## src/rtl/rau_pkg.sv

```systemverilog
// Shared types and constants for the rational arithmetic unit.
package rau_pkg;

  // Result field widths.
  localparam int NUM_W = 33;
  localparam int DEN_W = 31;

  // Operation codes carried on the action field.
  localparam logic [1:0] ACT_ADD = 2'd0;
  localparam logic [1:0] ACT_SUB = 2'd1;
  localparam logic [1:0] ACT_MUL = 2'd2;
  localparam logic [1:0] ACT_DIV = 2'd3;

  // Which partial product the shared multiplier forms in a given cycle.
  localparam logic [1:0] MUL_P1 = 2'd0;
  localparam logic [1:0] MUL_P2 = 2'd1;
  localparam logic [1:0] MUL_P3 = 2'd2;

  typedef enum logic [3:0] {
    ST_IDLE,
    ST_MUL1,
    ST_MUL2,
    ST_MUL3,
    ST_SETUP,
    ST_GCD,
    ST_DIVT,
    ST_DIVB,
    ST_FIN
  } rau_state_t;

  typedef struct packed {
    logic       load;
    logic       mul;
    logic [1:0] mul_sel;
    logic       setup;
    logic       gcd_step;
    logic       div_init;
    logic       div_bot;
    logic       div_step;
    logic       keep_q;
    logic       out_load;
  } rau_cmd_t;

  typedef struct packed {
    logic err;
    logic gcd_done;
    logic div_done;
  } rau_status_t;

endpackage

```

## src/rtl/rational_arithmetic_unit.sv

```systemverilog
// Top level of the rational arithmetic unit: controller plus datapath.
//
//   Channel | Handshake            | Payload
//   --------+----------------------+------------------------------------------
//   input   | in_valid / in_ready  | action, a_num, a_den, b_num, b_den
//   output  | out_valid / out_ready| res_num, res_den, div_zero
//
// One item at a time. An item is accepted, its three partial products are
// formed on one shared W x W multiplier, they are combined, binary gcd steps
// run until done, two restoring divisions reduce numerator and denominator,
// and the output register is loaded. An error item goes from the first
// multiply state straight to the output load.
// Reset (rst, synchronous) clears the state machine and output valid.
// A finished result sits in the output register; the next item is accepted
// and worked on meanwhile and holds at the end until the register frees.
module rational_arithmetic_unit #(
  parameter int OPERAND_WIDTH = 16
) (
  input  logic                                clk,
  input  logic                                rst,
  input  logic                                in_valid,
  output logic                                in_ready,
  input  logic [1:0]                          action,
  input  logic signed [OPERAND_WIDTH-1:0]     a_num,
  input  logic signed [OPERAND_WIDTH-1:0]     a_den,
  input  logic signed [OPERAND_WIDTH-1:0]     b_num,
  input  logic signed [OPERAND_WIDTH-1:0]     b_den,
  output logic                                out_valid,
  input  logic                                out_ready,
  output logic signed [rau_pkg::NUM_W-1:0]    res_num,
  output logic [rau_pkg::DEN_W-1:0]           res_den,
  output logic                                div_zero
);

  // Commands down to the datapath, status back up.
  rau_pkg::rau_cmd_t    cmd;
  rau_pkg::rau_status_t status;

  // Sequence the multiply, combine, gcd and two divisions.
  rau_controller u_ctrl (
    .clk       (clk),
    .rst       (rst),
    .in_valid  (in_valid),
    .in_ready  (in_ready),
    .out_valid (out_valid),
    .out_ready (out_ready),
    .status    (status),
    .cmd       (cmd)
  );

  // Hold operands, partial products, gcd state, divider and result register.
  rau_datapath #(
    .W (OPERAND_WIDTH)
  ) u_dp (
    .clk      (clk),
    .cmd      (cmd),
    .status   (status),
    .action   (action),
    .a_num    (a_num),
    .a_den    (a_den),
    .b_num    (b_num),
    .b_den    (b_den),
    .res_num  (res_num),
    .res_den  (res_den),
    .div_zero (div_zero)
  );

endmodule

```

## src/rtl/rau_controller.sv

```systemverilog
// Sequencing state machine for the rational arithmetic unit.
module rau_controller (
  input  logic                 clk,
  input  logic                 rst,
  input  logic                 in_valid,
  output logic                 in_ready,
  output logic                 out_valid,
  input  logic                 out_ready,
  input  rau_pkg::rau_status_t status,
  output rau_pkg::rau_cmd_t    cmd
);

  rau_pkg::rau_state_t state, state_next;
  logic out_valid_next;
  logic out_free;

  assign out_free = !out_valid || out_ready;

  always_ff @(posedge clk) begin
    if (rst) begin
      state     <= rau_pkg::ST_IDLE;
      out_valid <= 1'b0;
    end else begin
      state     <= state_next;
      out_valid <= out_valid_next;
    end
  end

  // Next state.
  always_comb begin
    state_next = state;
    case (state)
      rau_pkg::ST_IDLE:  if (in_valid) state_next = rau_pkg::ST_MUL1;
      rau_pkg::ST_MUL1: begin
        state_next = status.err ? rau_pkg::ST_FIN : rau_pkg::ST_MUL2;
      end
      rau_pkg::ST_MUL2:  state_next = rau_pkg::ST_MUL3;
      rau_pkg::ST_MUL3:  state_next = rau_pkg::ST_SETUP;
      rau_pkg::ST_SETUP: state_next = rau_pkg::ST_GCD;
      rau_pkg::ST_GCD:   if (status.gcd_done) state_next = rau_pkg::ST_DIVT;
      rau_pkg::ST_DIVT:  if (status.div_done) state_next = rau_pkg::ST_DIVB;
      rau_pkg::ST_DIVB:  if (status.div_done) state_next = rau_pkg::ST_FIN;
      rau_pkg::ST_FIN:   if (out_free) state_next = rau_pkg::ST_IDLE;
      default:           state_next = rau_pkg::ST_IDLE;
    endcase
  end

  // Outputs and datapath commands.
  always_comb begin
    cmd            = '0;
    in_ready       = 1'b0;
    out_valid_next = out_valid && !out_ready;
    case (state)
      rau_pkg::ST_IDLE: begin
        in_ready = 1'b1;
        cmd.load = in_valid;
      end
      rau_pkg::ST_MUL1: begin
        cmd.mul     = !status.err;
        cmd.mul_sel = rau_pkg::MUL_P1;
      end
      rau_pkg::ST_MUL2: begin
        cmd.mul     = 1'b1;
        cmd.mul_sel = rau_pkg::MUL_P2;
      end
      rau_pkg::ST_MUL3: begin
        cmd.mul     = 1'b1;
        cmd.mul_sel = rau_pkg::MUL_P3;
      end
      rau_pkg::ST_SETUP: cmd.setup = 1'b1;
      rau_pkg::ST_GCD: begin
        cmd.gcd_step = !status.gcd_done;
        cmd.div_init = status.gcd_done;
      end
      rau_pkg::ST_DIVT: begin
        cmd.div_step = !status.div_done;
        cmd.keep_q   = status.div_done;
        cmd.div_init = status.div_done;
        cmd.div_bot  = status.div_done;
      end
      rau_pkg::ST_DIVB: cmd.div_step = !status.div_done;
      rau_pkg::ST_FIN: begin
        cmd.out_load = out_free;
        if (out_free) out_valid_next = 1'b1;
      end
      default: cmd = '0;
    endcase
  end

endmodule

```

## src/rtl/rau_datapath.sv

```systemverilog
// Multiplier, binary gcd and restoring divider datapath for the rational unit.
module rau_datapath #(
  parameter int W = 16
) (
  input  logic                                clk,
  input  rau_pkg::rau_cmd_t                   cmd,
  output rau_pkg::rau_status_t                status,
  input  logic [1:0]                          action,
  input  logic signed [W-1:0]                 a_num,
  input  logic signed [W-1:0]                 a_den,
  input  logic signed [W-1:0]                 b_num,
  input  logic signed [W-1:0]                 b_den,
  output logic signed [rau_pkg::NUM_W-1:0]    res_num,
  output logic [rau_pkg::DEN_W-1:0]           res_den,
  output logic                                div_zero
);

  localparam int MW  = 2 * W;
  localparam int KW  = $clog2(MW + 1);
  localparam int EXT = (MW > rau_pkg::NUM_W) ? MW : rau_pkg::NUM_W;

  function automatic logic [W-1:0] mag_of(input logic [W-1:0] x);
    mag_of = x[W-1] ? (~x + 1'b1) : x;
  endfunction

  // Operand registers, sign and magnitude.
  logic [1:0]    op;
  logic          err;
  logic [W-1:0]  an_m, ad_m, bn_m, bd_m;
  logic          an_s, ad_s, bn_s, bd_s;

  // Partial products.
  logic [MW-1:0] p1, p2, p3;
  logic          s1, s2, s3;

  // Reduction state.
  logic [MW-1:0] top_m, bot_m, u, v;
  logic [KW-1:0] k;
  logic          res_neg;

  // Divider state.
  logic [MW-1:0] dq, rem, dvs, qt;
  logic [KW-1:0] cnt;

  // Shared multiplier operand selection.
  logic [W-1:0]  mul_x, mul_y;
  logic          mul_xs, mul_ys;
  logic [MW-1:0] mul_p;

  always_comb begin
    case (cmd.mul_sel)
      rau_pkg::MUL_P1: begin
        mul_x  = an_m;
        mul_xs = an_s;
        mul_y  = (op == rau_pkg::ACT_MUL) ? bn_m : bd_m;
        mul_ys = (op == rau_pkg::ACT_MUL) ? bn_s : bd_s;
      end
      rau_pkg::MUL_P2: begin
        mul_x  = ad_m;
        mul_xs = ad_s;
        mul_y  = (op == rau_pkg::ACT_MUL) ? bd_m : bn_m;
        mul_ys = (op == rau_pkg::ACT_MUL) ? bd_s : bn_s;
      end
      default: begin
        mul_x  = ad_m;
        mul_xs = ad_s;
        mul_y  = bd_m;
        mul_ys = bd_s;
      end
    endcase
  end

  assign mul_p = MW'(mul_x) * MW'(mul_y);

  // Combine partial products into the raw numerator and denominator.
  logic          addsub;
  logic          sb;
  logic [MW-1:0] sum_m, raw_top, raw_bot;
  logic          sum_neg, raw_tneg, raw_bneg;

  always_comb begin
    addsub = op inside {rau_pkg::ACT_ADD, rau_pkg::ACT_SUB};
    sb     = s2 ^ ((op == rau_pkg::ACT_SUB) && (p2 != '0));
    if (s1 == sb) begin
      sum_m   = p1 + p2;
      sum_neg = s1;
    end else if (p1 >= p2) begin
      sum_m   = p1 - p2;
      sum_neg = s1;
    end else begin
      sum_m   = p2 - p1;
      sum_neg = sb;
    end
    if (addsub) begin
      raw_top  = sum_m;
      raw_tneg = sum_neg && (sum_m != '0);
      raw_bot  = p3;
      raw_bneg = s3;
    end else begin
      raw_top  = p1;
      raw_tneg = s1;
      raw_bot  = p2;
      raw_bneg = s2;
    end
  end

  // Gcd value and divider step.
  logic [MW-1:0] g;
  logic [MW:0]   rem_sh;
  logic          ge;

  assign g      = v << k;
  assign rem_sh = {rem, dq[MW-1]};
  assign ge     = rem_sh >= {1'b0, dvs};

  assign status.err      = err;
  assign status.gcd_done = (u == '0);
  assign status.div_done = (cnt == '0);

  // Result formatting.
  logic [EXT-1:0] num_w, num_s, den_w;

  assign num_w = EXT'(qt);
  assign num_s = res_neg ? (~num_w + 1'b1) : num_w;
  assign den_w = EXT'(dq);

  always_ff @(posedge clk) begin
    if (cmd.load) begin
      op   <= action;
      err  <= (a_den == '0) || (b_den == '0) ||
              ((action == rau_pkg::ACT_DIV) && (b_num == '0));
      an_m <= mag_of(a_num);
      ad_m <= mag_of(a_den);
      bn_m <= mag_of(b_num);
      bd_m <= mag_of(b_den);
      an_s <= a_num[W-1];
      ad_s <= a_den[W-1];
      bn_s <= b_num[W-1];
      bd_s <= b_den[W-1];
    end

    if (cmd.mul) begin
      case (cmd.mul_sel)
        rau_pkg::MUL_P1: begin
          p1 <= mul_p;
          s1 <= (mul_xs ^ mul_ys) && (mul_p != '0);
        end
        rau_pkg::MUL_P2: begin
          p2 <= mul_p;
          s2 <= (mul_xs ^ mul_ys) && (mul_p != '0);
        end
        default: begin
          p3 <= mul_p;
          s3 <= (mul_xs ^ mul_ys) && (mul_p != '0);
        end
      endcase
    end

    if (cmd.setup) begin
      top_m   <= raw_top;
      bot_m   <= raw_bot;
      u       <= raw_top;
      v       <= raw_bot;
      k       <= '0;
      res_neg <= (raw_top != '0) && (raw_tneg != raw_bneg);
    end

    // Binary gcd: strip common twos, then halve or subtract.
    if (cmd.gcd_step) begin
      if (!u[0] && !v[0]) begin
        u <= u >> 1;
        v <= v >> 1;
        k <= k + 1'b1;
      end else if (!u[0]) begin
        u <= u >> 1;
      end else if (!v[0]) begin
        v <= v >> 1;
      end else if (u >= v) begin
        u <= u - v;
      end else begin
        v <= v - u;
      end
    end

    if (cmd.keep_q) qt <= dq;

    if (cmd.div_init) begin
      dq  <= cmd.div_bot ? bot_m : top_m;
      dvs <= g;
      rem <= '0;
      cnt <= KW'(MW);
    end else if (cmd.div_step) begin
      rem <= ge ? rem_sh[MW-1:0] - dvs : rem_sh[MW-1:0];
      dq  <= {dq[MW-2:0], ge};
      cnt <= cnt - 1'b1;
    end

    if (cmd.out_load) begin
      div_zero <= err;
      res_num  <= err ? '0 : num_s[rau_pkg::NUM_W-1:0];
      res_den  <= err ? rau_pkg::DEN_W'(1) : den_w[rau_pkg::DEN_W-1:0];
    end
  end

endmodule

```

## config.mk

```make
export PLATFORM = sky130hd
export DESIGN_NAME = rational_arithmetic_unit
export DESIGN_NICKNAME = d
export VERILOG_FILES = /design/src/rtl/rau_pkg.sv /design/src/rtl/rational_arithmetic_unit.sv /design/src/rtl/rau_controller.sv /design/src/rtl/rau_datapath.sv
export SDC_FILE = /design/constraint.sdc
export NUM_CORES = 2
export LEC_CHECK = 0
export BUFFER_PORTS_ARGS = -buffer_cell sky130_fd_sc_hd__buf_2
export CAP_MARGIN = 20
export CORE_ASPECT_RATIO = 1.25
export CORE_MARGIN = 10
export CORE_UTILIZATION = 41
export CTS_BUF_LIST = sky130_fd_sc_hd__clkbuf_16
export DETAILED_ROUTE_END_ITERATION = 8
export PLACE_DENSITY = 0.63
export SKIP_CTS_REPAIR_TIMING = 1
export SYNTH_ARGS = -nofsm -noshare
export SYNTH_HDL_FRONTEND = slang
export SYNTH_SLANG_ARGS = --single-unit
```

## constraint.sdc

```tcl
create_clock -name clk -period 27.6 [get_ports clk]
set_clock_uncertainty 0.15 [all_clocks]
set_input_delay 1.38 -clock clk [delete_from_list [all_inputs] [get_ports clk]]
set_output_delay 1.38 -clock clk [all_outputs]
set_load 0.01 [all_outputs]
```

* Word-level counts from Yosys, hierarchy flattened
Cells that the tools add are included.
Operators by class: bitwise operators 9, shift operators 1, magnitude comparators 3, multipliers 1, add/subtract/negate cells 13, eq/ne operators 19, reductions and logical operators 38, mux-type cells 58
Operators with widths (number):
- $mux 32 | 21
- $sub 32x32->32 | 5
- $reduce_bool 32->1 | 4
- $add 16x1->16 const B | 4
- $ge 32x32->1 | 2
- $not 16->16 | 4
- $mux 15 | 4
- $logic_not 16->1 | 3
- $mux 16 | 3
- $pmux 4 s9 | 1
- $add 33x1->33 const B | 1
- $ge 33x32->1 | 1
- $not 32->33 | 1
- $add 32x32->32 | 1
- $logic_not 32->1 | 1
- $mul 16x16->32 | 1
- $pmux 16 s2 | 1
- $shl 32x6->32 | 1
- $mux 4 | 6
- $mux 6 | 3
- $eq 4x3->1 const B | 4
- $mux 1 | 16
- $pmux 3 s3 | 1
- $eq 4x2->1 const B | 2
- 23 further kinds | 51
Word-level totals: output and inout port bits 67, register bits after elaboration 509

* Logic depth before layout (Yosys ltp)
depth after elaboration 12, gate-level depth with buffers 34

* Cells and area by module
Synthesis repeated with hierarchy kept, for this count alone.
Second synthesis, totals: cells, all modules 4788, area, all modules 43631.8 µm²
By module, submodules not included:
- rau_datapath | cells an instance 4737, area an instance 43230.2 µm², instances 1
- rau_controller | cells an instance 51, area an instance 401.6 µm², instances 1

* Worst setup path after synthesis
Ideal clock, no wire load.
path type register to register, from register u_ctrl.state[1], to register u_dp.s1 (data pin), setup time 268 ps, period minus slack after synthesis 8705 ps, arrival 8288 ps, setup slack 18895 ps, stages on the path, launching flop included 33, cells stage by stage dfxtp_1 -> buf_2 -> nand2b_4 -> nor2_8 -> mux2i_1 -> clkbuf_1 -> buf_1 -> mux2_2 -> clkbuf_1 -> nand2_1 -> fa_1 -> fa_1 -> fa_1 -> fa_1 -> inv_1 -> fa_1 -> inv_1 -> fa_1 -> inv_1 -> ha_1 -> a21oi_1 -> a21boi_0 -> a211o_1 -> a21oi_1 -> o21bai_1 -> xor2_1 -> or4_1 -> or4_1 -> nor4_1 -> and4b_1 -> nand2_1 -> nor4_1 -> nor2_1
Between the ends: word-level cells in the longest chain between the ends 7, elaborated cells between the ends (all ways) 14, classes of those cells mul (1); eq/ne (4); mux (5); bitwise (1); reduce/logical (3)
RTL lines:
- from (decl) | RTL line rau_controller.sv:13 | rau_pkg::rau_state_t state, state_next;
- from (signal assigned) | RTL line rau_controller.sv:21 | state <= rau_pkg::ST_IDLE;
- from (signal assigned) | RTL line rau_controller.sv:24 | state <= state_next;
- $eq 4x2->1 or $eq 4x1->1 (tied branches) | RTL line rau_controller.sv:53 | case (state)
- $pmux 3 s3 (*) | RTL line rau_controller.sv:53
- $eq 2x1->1 or $logic_not 2->1 (tied branches) | RTL line rau_datapath.sv:51 | case (cmd.mul_sel)
- $pmux 16 s2 or $mux 16 (tied branches) | RTL line rau_datapath.sv:51
- $mul 16x16->32 (*) | RTL line rau_datapath.sv:73 | assign mul_p = MW'(mul_x) * MW'(mul_y);
- named net u_dp.mul_p[15] | RTL line rau_datapath.sv:48 | logic [MW-1:0] mul_p;
- $reduce_bool 32->1 (*) | RTL line rau_datapath.sv:146 | s1 <= (mul_xs ^ mul_ys) && (mul_p != '0);
- $logic_and 1x1->1 (*) | RTL line rau_datapath.sv:146
- to (signal assigned) | RTL line rau_datapath.sv:146
- to (decl) | RTL line rau_datapath.sv:34 | logic s1, s2, s3;
The timed path passes the listed nets; every way through them passes the cells marked *. A chain may end at the register's enable or synchronous reset.

* Worst setup path in the final report
Ends and elaborated chain as after synthesis.

==> flow_summary.json <==
{
  "r2r_end": "u_dp.s1",
  "drv_cap": 0,
  "core-area_um2": 105200,
  "maxSlewViolCount": 0,
  "period_needed_ns": 9.529,
  "vias": 35768,
  "r2r_slack_ns": 18.07,
  "reg2regPathDepth": 31,
  "antenna_found_initial": 6,
  "drc": 0,
  "final_nets": 5353,
  "relSlewSlack_pct": 15.27,
  "cp.arrival_ns": 9.75,
  "async_flop_share_pct": 0,
  "status": "finished clean",
  "min-delay-path-class": "flop to flop",
  "syn_area_um2": 43410,
  "grt.overflow.total": 0,
  "dr.first_iter.drc_count": 2865,
  "htree_levels": 2,
  "start_util_pct": 41.28,
  "drive_gt1_share_pct": 9.328,
  "setup-violations-final": 0,
  "dominantRegCellSynth": "edfxtp_1",
  "die-width_um": 311.0,
  "drt-pass1-iter-count": 6,
  "cp.required_ns": 27.82,
  "numCtsBuffers": 55,
  "fin_util_pct": 45.20,
  "rsz0062_at_grt": "no",
  "timing_hold_violations_final": 0,
  "num_rows": 133,
  "drtAntennaViolNets": 0,
  "max_slew.worst_pin.slew_ns": 1.236,
  "crit_start": "u_ctrl.state[1]",
  "cts_tree": "yes",
  "fin_crit_sh_pct": 34.53,
  "max-clock-path-buffers": 3,
  "grt_max_degree": 94,
  "cpPeakStageDelay_ns": 0.55,
  "gp_congestion": 1.018,
  "synth_enable_flop_cells": 396,
  "areaGrowthSynthToFinish_pct": 9.502,
  "cpMaxStageDelayCell": "nor2_8",
  "ioPinCount": 137,
  "timing.rr.start": "u_ctrl.state[1]",
  "cts.root.buffer_cell": "clkbuf_16",
  "grt_pass1_wl_mm": 216.2,
  "placed_area_um2": 45600,
  "min_to": "u_dp.qt[31]",
  "chipHeight_um": 383.8,
  "crit_type": "flop to flop",
  "min_path_cells": 0,
  "yosysWarnings": 0,
  "tns_ns": 0,
  "hpwl_mm": 112.1,
  "clk_latency_ns": 0.67,
  "start_kind": "flop",
  "avgSynthCellArea_um2": 9.153,
  "grt_pass1_vias": 35513,
  "cts.sinks": 509,
  "grtUsageTotal_pct": 23.20,
  "wl_per_cell_um": 22.79,
  "clkTransAtPathRegs_ns": 0.06,
  "fin_area_um2": 47540,
  "netlist_instances": 4743,
  "layout_commonest_cell": "inv_1",
  "fmax_mhz": 104.9,
  "crit_top_cell": "fa_1",
  "die_area_um2": 119400,
  "yosysSeqAreaShare_pct": 32.60,
  "endpoint_kind": "flop",
  "routed_via_density": 5.730,
  "synth_fp_nets": 5315,
  "ys_types": 107,
  "ys_seq_elements": 509,
  "io_buffers": 136,
  "holdCritStartpoint": "u_dp.dq[31]",
  "most-common-layout-cells": "inv_1, nand2_1, nor2_1",
  "path_max_fanout": 34,
  "drt_wl_total_mm": 142.3
}
-- worst max-delay path by stage --
stage | cells after the start | endpoint | slack [ns]
2_1_floorplan | 32 | u_dp.s1 | 18.89
3_3_place_gp | 29 | u_dp.s1 | 18.16
3_5_place_dp | 31 | u_dp.s1 | 18.05
4_1_cts | 31 | u_dp.s1 | 18.02
5_1_grt | 31 | u_dp.s1 | 17.47
6_report | 31 | u_dp.s1 | 18.07
-- sequential cells by signal (all words and copies together), names as in the netlist, 2 cells and up --
signal and count:
u_dp.res_num 33, u_dp.bot_m 32, u_dp.dq 32, u_dp.dvs 32, u_dp.p1 32, u_dp.p2 32
u_dp.p3 32, u_dp.qt 32, u_dp.rem 32, u_dp.top_m 32, u_dp.u 32, u_dp.v 32
u_dp.res_den 31, u_dp.ad_m 16, u_dp.an_m 16, u_dp.bd_m 16, u_dp.bn_m 16, u_dp.cnt 6
u_dp.k 6, u_ctrl.state 4, u_dp.op 2
-- per-layer routing --
metal / vias to the layer above / share of wire, % / track usage, %
met2: 1380 / 47 / 39.25
li1: 16792 / - / -
met3: 393 / 6.7 / 3.620
met1: 17199 / 39 / 27.48
met4: 4 / 7.3 / 14.49
met5: - / 0.019 / 0
-- kinds of logic (layout without fill, tap and decap cells) --
group	count (synthesis)	in the layout	share of synthesized area (%)
mux	242	242	6.450
compound gates	1078	1078	16.12
other cells	0	1	0
fa+ha+maj	502	502	17.93
buf+inv	718	799	6.329
xor+xnor	241	241	4.862
simple gates	1453	1453	15.71
flops	509	509	32.60
-- area by class of cell --
type	count	area, um^2
fill	10308	57630
clock inverter	45	506.7
tap	1417	1773
sequential	509	14160
clock buffer	55	1376
inverter	494	1857
multi-input combinational	3516	26600
timing repair buffer	205	1262
antenna	1	2.502
-- critical path, delay by kind of cell (launching register included) --
| kind | cells | cell delay [ns] |
|---|---|---|
| mux | 2 | 0.56 |
| flops | 1 | 0.52 |
| simple gates | 10 | 2.64 |
| buf+inv | 6 | 0.88 |
| compound gates | 5 | 0.90 |
| fa+ha+maj | 7 | 3.30 |
| xor+xnor | 1 | 0.19 |
-- per-stage QoR --
step           hold slack [ns]  setup WS (ns)  cells
3_5_place_dp            0.3062          18.05   6138
5_1_grt                 0.3267          17.47   6242
6_report                0.3112          18.07   6242
4_1_cts                 0.3170          18.02   6238
3_3_place_gp            0.2971          18.16   6134
2_1_floorplan           0.2764          18.89   4743
-- cell usage after synthesis (45+ instances only) --
cell,number,share of area (%)
inv_1,491,4.2
nand2_1,491,4.2
nor2_1,421,3.6
edfxtp_1,396,27
ha_1,302,8.7
o21ai_0,264,3.0
a21oi_1,260,3.0
fa_1,200,9.2
clkbuf_1,171,1.5
xnor2_1,164,3.3
mux2i_1,158,3.6
dfxtp_1,113,5.2
a21o_1,89,1.5
nor3_1,80,0.92
xor2_1,77,1.6
nor2b_1,70,1.0
nand3_1,65,0.75
mux2_2,53,1.4
or3_1,45,0.65
Power is not shown: default switching activity piles up to over one toggle a cycle in this logic, so the estimate is an artifact.
